===== src/rtl/rbmp_pkg.sv =====
package rbmp_pkg;

    // Field widths
    localparam int POS_W  = 32;
    localparam int TIME_W = 24;
    localparam int DEC_W  = 24;
    localparam int SPD_W  = 32;
    localparam int RAD_W  = 64;
    localparam int DIST_W = 64;
    localparam int MV_W   = 40;

    // Shared divider shape: 96-bit numerator, 33-bit divisor, 64-bit quotient
    localparam int NUM_W  = 96;
    localparam int DEN_W  = 33;
    localparam int QUO_W  = 64;

    // Stream payload widths
    localparam int IN_DATA_W  = 152;
    localparam int OUT_DATA_W = 152;

    // Pipeline latencies of the iterative units
    localparam int SQ_LAT  = RAD_W / 2;
    localparam int DIV_LAT = QUO_W + 1;

    localparam logic [DEC_W-1:0] DECEL_RESET = 24'd32768;
    localparam logic [POS_W-1:0] POS_MAX     = 32'h7FFF_FFFF;
    localparam logic [POS_W-1:0] POS_MIN     = 32'h8000_0000;

    typedef struct packed {
        logic signed [POS_W-1:0] px;
        logic signed [POS_W-1:0] py;
        logic [POS_W-1:0]        mx;
        logic [POS_W-1:0]        my;
        logic                    nx;
        logic                    ny;
        logic [TIME_W-1:0]       t;
    } t_ctx;

    typedef struct packed {
        t_ctx              ctx;
        logic [SPD_W-1:0]  s;
        logic              stop;
        logic [MV_W-1:0]   dmv;
    } t_mid;

    typedef struct packed {
        logic signed [POS_W-1:0] px;
        logic signed [POS_W-1:0] py;
        logic                    nx;
        logic                    ny;
        logic                    szero;
        logic                    stop;
        logic [POS_W-1:0]        ovx;
        logic [POS_W-1:0]        ovy;
        logic [TIME_W-1:0]       tts;
    } t_tail;

    typedef struct packed {
        logic [POS_W-1:0]  px;
        logic [POS_W-1:0]  py;
        logic [POS_W-1:0]  vx;
        logic [POS_W-1:0]  vy;
        logic [TIME_W-1:0] tts;
        logic              stopped;
    } t_res;

    // base + (neg ? -mag : mag), saturated to 32-bit signed
    function automatic logic [POS_W-1:0] sat_add(input logic signed [POS_W-1:0] base,
                                                 input logic [QUO_W-1:0] mag,
                                                 input logic neg);
        logic signed [POS_W+1:0] b;
        logic signed [POS_W+1:0] m;
        logic signed [POS_W+1:0] sum;
        logic [POS_W-1:0]        res;
        b = {{2{base[POS_W-1]}}, base};
        m = {2'b00, mag[POS_W-1:0]};
        if (neg) begin
            m = -m;
        end
        sum = b + m;
        if (mag[QUO_W-1:POS_W] != '0) begin
            res = neg ? POS_MIN : POS_MAX;
        end else if (sum > $signed({2'b00, POS_MAX})) begin
            res = POS_MAX;
        end else if (sum < $signed({2'b11, POS_MIN})) begin
            res = POS_MIN;
        end else begin
            res = sum[POS_W-1:0];
        end
        return res;
    endfunction

endpackage


===== src/rtl/rbmp_sqrt.sv =====
module rbmp_sqrt (
    input  logic                       i_clk,
    input  logic                       i_ce,
    input  logic [rbmp_pkg::RAD_W-1:0] i_rad,
    output logic [rbmp_pkg::SPD_W-1:0] o_root
);
    import rbmp_pkg::*;

    // One root bit per stage, radicand remainder and partial root travel together
    logic [RAD_W-1:0] r_x [SQ_LAT];
    logic [RAD_W-1:0] r_r [SQ_LAT];
    logic [RAD_W-1:0] a_x [SQ_LAT+1];
    logic [RAD_W-1:0] a_r [SQ_LAT+1];
    logic [RAD_W-1:0] n_x [SQ_LAT];
    logic [RAD_W-1:0] n_r [SQ_LAT];

    always_comb begin
        a_x[0] = i_rad;
        a_r[0] = '0;
        for (int k = 0; k < SQ_LAT; k++) begin
            a_x[k+1] = r_x[k];
            a_r[k+1] = r_r[k];
        end
    end

    // Per-stage trial subtract
    always_comb begin
        logic [RAD_W:0]   trial;
        logic [RAD_W-1:0] bitv;
        for (int k = 0; k < SQ_LAT; k++) begin
            bitv  = {{(RAD_W-1){1'b0}}, 1'b1} << (RAD_W - 2 - 2 * k);
            trial = {1'b0, a_r[k]} + {1'b0, bitv};
            if ({1'b0, a_x[k]} >= trial) begin
                n_x[k] = a_x[k] - trial[RAD_W-1:0];
                n_r[k] = (a_r[k] >> 1) + bitv;
            end else begin
                n_x[k] = a_x[k];
                n_r[k] = a_r[k] >> 1;
            end
        end
    end

    always_ff @(posedge i_clk) begin
        if (i_ce) begin
            for (int k = 0; k < SQ_LAT; k++) begin
                r_x[k] <= n_x[k];
                r_r[k] <= n_r[k];
            end
        end
    end

    assign o_root = r_r[SQ_LAT-1][SPD_W-1:0];

endmodule


===== config.mk =====
export PLATFORM = sky130hd
export DESIGN_NAME = rbmp_sqrt
export DESIGN_NICKNAME = d
export VERILOG_FILES = /design/src/rtl/rbmp_pkg.sv /design/src/rtl/rbmp_sqrt.sv
export SDC_FILE = /design/constraint.sdc
export NUM_CORES = 2
export LEC_CHECK = 0
export BUFFER_PORTS_ARGS = -buffer_cell sky130_fd_sc_hd__buf_2
export CORE_MARGIN = 3
export CORE_UTILIZATION = 40
export DETAILED_ROUTE_END_ITERATION = 8
export PLACE_DENSITY = 0.6
export SLEW_MARGIN = 10
export SYNTH_ARGS = -nofsm -noshare
export SYNTH_HDL_FRONTEND = slang
export SYNTH_SLANG_ARGS = --single-unit

===== constraint.sdc =====
create_clock -name i_clk -period 4.5 [get_ports i_clk]
set_clock_uncertainty 0.15 [all_clocks]
set_input_delay 0.675 -clock i_clk [delete_from_list [all_inputs] [get_ports i_clk]]
set_output_delay 0.675 -clock i_clk [all_outputs]
set_load 0.03 [all_outputs]

# Yosys cells after proc, flatten, opt, wreduce, memory -nomap -nowiden
# Memory sizes are Yosys's and may differ from the RTL's.
# Index checks and enable logic that the tools add are counted.
# totals
ramBits	4096
mem_count	2
word_cells	194
reg_bits	0
inputBits	66
out_inout_bits	32
# classes
muxes	66
order_cmp	32
addsub	94
# memory_table
memory	words	width	read_ports	rd_ports_with_merged_regs	write_ports	line	text
r_r	32	64	32	0	32	rbmp_sqrt.sv:11	logic [RAD_W-1:0] r_r [SQ_LAT];
r_x	32	64	31	0	32	rbmp_sqrt.sv:10	logic [RAD_W-1:0] r_x [SQ_LAT];
# op_table
operator	n
$mux W64	63
$ge A64 B65 Y1	31
$sub A64 B64 Y64	31
$add A64 B1 Y65 const B	1
$add A64 B11 Y65 const B	1
$add A64 B13 Y65 const B	1
$add A64 B15 Y65 const B	1
$add A64 B17 Y65 const B	1
$add A64 B19 Y65 const B	1
$add A64 B21 Y65 const B	1
$add A64 B23 Y65 const B	1
$add A64 B25 Y65 const B	1
$add A64 B27 Y65 const B	1
$add A64 B29 Y65 const B	1
$add A64 B3 Y65 const B	1
$add A64 B31 Y65 const B	1
$add A64 B33 Y65 const B	1
$add A64 B35 Y65 const B	1
$add A64 B37 Y65 const B	1
$add A64 B39 Y65 const B	1
$add A64 B41 Y65 const B	1
$add A64 B43 Y65 const B	1
$add A64 B45 Y65 const B	1
$add A64 B47 Y65 const B	1
45 further kinds	46

# Logic depth before layout (Yosys ltp)
# An unclocked memory read counts as a cell.
# logic_depth
ltp_word	4
depth_mapped	15

# Least setup slack after synthesis
# No wires, ideal clock.
# synth_path
kind	register to register
from	memory r_x[21][50] (netlist: r_x[1][370])
to	memory r_x[22][48] (netlist: r_x[1][432]) (data pin)
n_path_buf	1
arrival_ps	3314
path_stages_with_launch	11
setup_time_ps	254
setup_slack_ps	782
required_time_ps	4096
cell_sequence	edfxtp_1 -> or4_4 -> or4b_4 -> or4_4 -> or3_4 -> a2111oi_2 -> a21oi_1 -> o211a_1 -> buf_2 -> a22o_1 -> a21o_1
# synth_lines
element	line
start, declared	rbmp_sqrt.sv:10

==> flow_summary.toml <==
[status]
status = "finished clean"

[detailed_routing]
vias = 79331
ant_nets = 0
via_per_inst = 5.539
drt-total-wl_um = 309300
drc = 0
wl_per_cell_um = 21.60
drt-initial-drc-count = 7424
dr.pass1.iters = 6

[synthesis]
ys_ff_latch = 2512
synth_area_leader_cell = "edfxtp_1"
synthesis.nets = 10348
synth_edf_count = 2512
ys_types = 89
synth.cell_area_sq_um = 121100
ys.flop_type = "edfxtp_1"
netlist_instances = 9724
synth_area_leaders = "edfxtp_1 (62%), ha_1 (5.8%), xnor2_1 (3.2%)"
synth_warnings = 0
ys_seq_area_share_pct = 62.29
synth_top_area_share_pct = 62.29
avgSynthCellArea_sq_um = 12.45
async_reset_ff_share_pct = 0

[final_layout]
fin_nets = 10772
final_util_pct = 45.58
fillers = 26744
drive_gt1_share_pct = 7.942
final_cell_area_sq_um = 137000
area_growth_pct = 13.12

[sta]
setup_ws_ps = 115.0
min_period_ps = 4385
holdWs_ps = 176.2
slew_headroom_pct = 17.34
fmax_mhz = 228.0
fin_crit_sh_pct = 97.44
hold_violations = 0
worst_pin_slew_ps = 1240
fin_tns_setup_ps = 0
rsz0062_at_grt = "false"
setup_viol = 0
finalMaxSlewViolations = 0

[worst_setup_path]
crit_path_end_kind = "register"
critPathMaxFanout = 5
critPathKind = "register to register"
r2r.worst_path.cells = 13
start_kind = "register"
r2r_slack_ps = 110
worstReg2RegStart = "r_x[1][711]"
critPathSlowestCell = "nor4b_1"
worstPathCellList = "inv_1 > ha_1 > nand2_1 > nor4_2 > nand3_1 > nor4b_1 > buf_4 > a31o_2 > inv_1 > a211oi_1 > buf_4 > nor4bb_1 > xor2_1"
cp.required_ps = 4960
rr_endpoint = "r_x[1][809]"
critPathMaxStageDelay_ps = 790
cp.arrival_ps = 4840

[placement]
placed_area_sq_um = 127600
port_buffers = 97
routabilityCongestion = 0.9582
dpl.hpwl_um = 232600
place_ws_ps = -619.7

[power]
power_frac_comb_pct = 21.9
power_switching_uw = 20830
clkPwrFrac_pct = 31.8
irDropWorstVdd_uv = 358.1
p_int_uw = 48650
seqPwrFrac_pct = 46.3
p_sw_share_pct = 29.98
leakage_uw = 0.05130
p_per_area_nw_per_um2 = 507.2

[global_route]
gr-total-overflow = 0
antenna_found_initial = 16
grt_pass1_vias = 77449
grt_first_pass_wirelength_um = 469000
grt_max_degree = 220
grt_use_total_pct = 19.44

[worst_hold_path]
whs_path_depth = 1
hold_start = "i_ce"
min_delay_worst_endpoint = "r_x[1][642]"
hold_path.class = "input pin to register"

[floorplanning]
die-width_um = 556.2
pin_count = 98
die_area_sq_um = 309400
num_rows = 201
initial_core_util_pct = 40.30
die_y_um = 556.2
core_sq_um = 300500

[clock_tree]
clk_latency_ps = 900
htree_levels = 5
cts.sinks = 2512
numCtsBuffers = 278
cts_buffer_depth = 4
cts_tree = "built"
root_buffer = "clkbuf_16"
clkTransAtPathRegs_ps = 60

[job]
cap_violations = 0
## what timing repair did
| action | CTS | global route |
|---|---|---|
| setup buffers | 0 | 0 |
| hold endpoints to repair | 64 | 0 |
| gates resized for setup | 3 | 4 |
| endpoints found under the setup margin | 52 | 27 |
| hold buffers | 64 | 0 |
## Yosys cell counts (all sizes together) (42+ instances only)
cell / number
a211oi: 53
a21o: 238
a21oi: 694
and3: 42
clkbuf: 177
edfxtp: 2512
ha: 558
inv: 704
mux2: 74
nand2: 581
nand2b: 97
nand3: 171
nand4: 182
nor2: 706
nor2b: 78
nor3: 275
nor4: 339
nor4b: 50
o21a: 122
o21ai: 386
o21bai: 50
o31ai: 48
or3: 94
or4: 74
xnor2: 440
xor2: 432
## worst max-delay path, delay by kind of cell (launching register included)
family	cells	cell delay [ps]
flip-flops	1	610
AND/OR/NAND/NOR	5	1840
XOR/XNOR	1	100
AO/OA/AOI/OAI	2	540
adder cells (fa/ha/maj)	1	160
buffers and inverters	4	720
## worst max-delay path by stage
stage	endpoint	slack, ps	depth (start not counted)	startpoint
after global routing	r_x[1][958]	90	10	r_x[1][841]
final	r_x[1][809]	110	13	r_x[1][711]
after global placement	r_x[1][695]	-570	10	r_x[1][612]
after CTS	r_x[1][695]	160	10	r_x[1][612]
after floorplan	r_x[1][432]	780	10	r_x[1][370]
after detailed placement	r_x[1][695]	-620	10	r_x[1][612]
## final cells by class
class / count / area [sq um] / area share (%)
Clock inverter: 154 / 1410 / 1.029
Antenna cell: 1 / 2.502 / 0.001827
Timing Repair Buffer: 345 / 2835 / 2.070
Sequential cell: 2512 / 75430 / 55.06
Clock buffer: 340 / 7317 / 5.341
Inverter: 705 / 2646 / 1.932
Multi-Input combinational cell: 6306 / 42390 / 30.95
Tap cell: 3958 / 4952 / 3.615
## layer usage
layer	vias to the layer above	share of wire (%)	track usage, %
met1	39030	43	25.86
met2	2430	49	33.01
met4	4	2.8	5.371
met5	-	0.0065	0
li1	37384	-	-
met3	483	5.8	2.951
## state kept, by name (all words and copies together) (netlist names)
| signal | cells |
|---|---|
| r_r | 528 |
| r_x | 1984 |
## kinds of logic after synthesis
family | synth area share, %
buf+inv | 2.815
flops | 62.29
compound gates | 9.742
mux | 0.7542
fa+ha+maj | 5.765
xor+xnor | 6.306
simple gates | 12.33
## cell usage in the layout, fill, tap and decap left out, types with 122 or more instances in the layout
cell and count:
nand3_1 171, nand2_1 581, a21oi_1 694, nor2_1 705, edfxtp_1 2512, a21o_1 238
inv_1 700, buf_4 159, ha_1 558, o21ai_0 382, nand4_1 182, nor3_1 273
xor2_1 432, clkbuf_16 284, o21a_1 122, nor4_1 334, xnor2_1 440
## per-stage QoR
| step | total power (uW) | std cells |
|---|---|---|
| after floorplan | 42170 | 9724 |
| after global placement | 47320 | 13762 |
| after detailed placement | 47540 | 13762 |
| after CTS | 69840 | 14320 |
| after global routing | 72720 | 14321 |
| final | 69480 | 14321 |
## power groups by stage
stage	clock network [uW]	registers (uW)	logic [uW]
3_3_place_gp	0	32700	14700
6_report	22100	32200	15200
4_1_cts	22600	32200	15000
2_1_floorplan	0	31400	10800
3_5_place_dp	0	32700	14900
5_1_grt	23500	32500	16700
No activity file was read; power rests on OpenSTA's default activity.
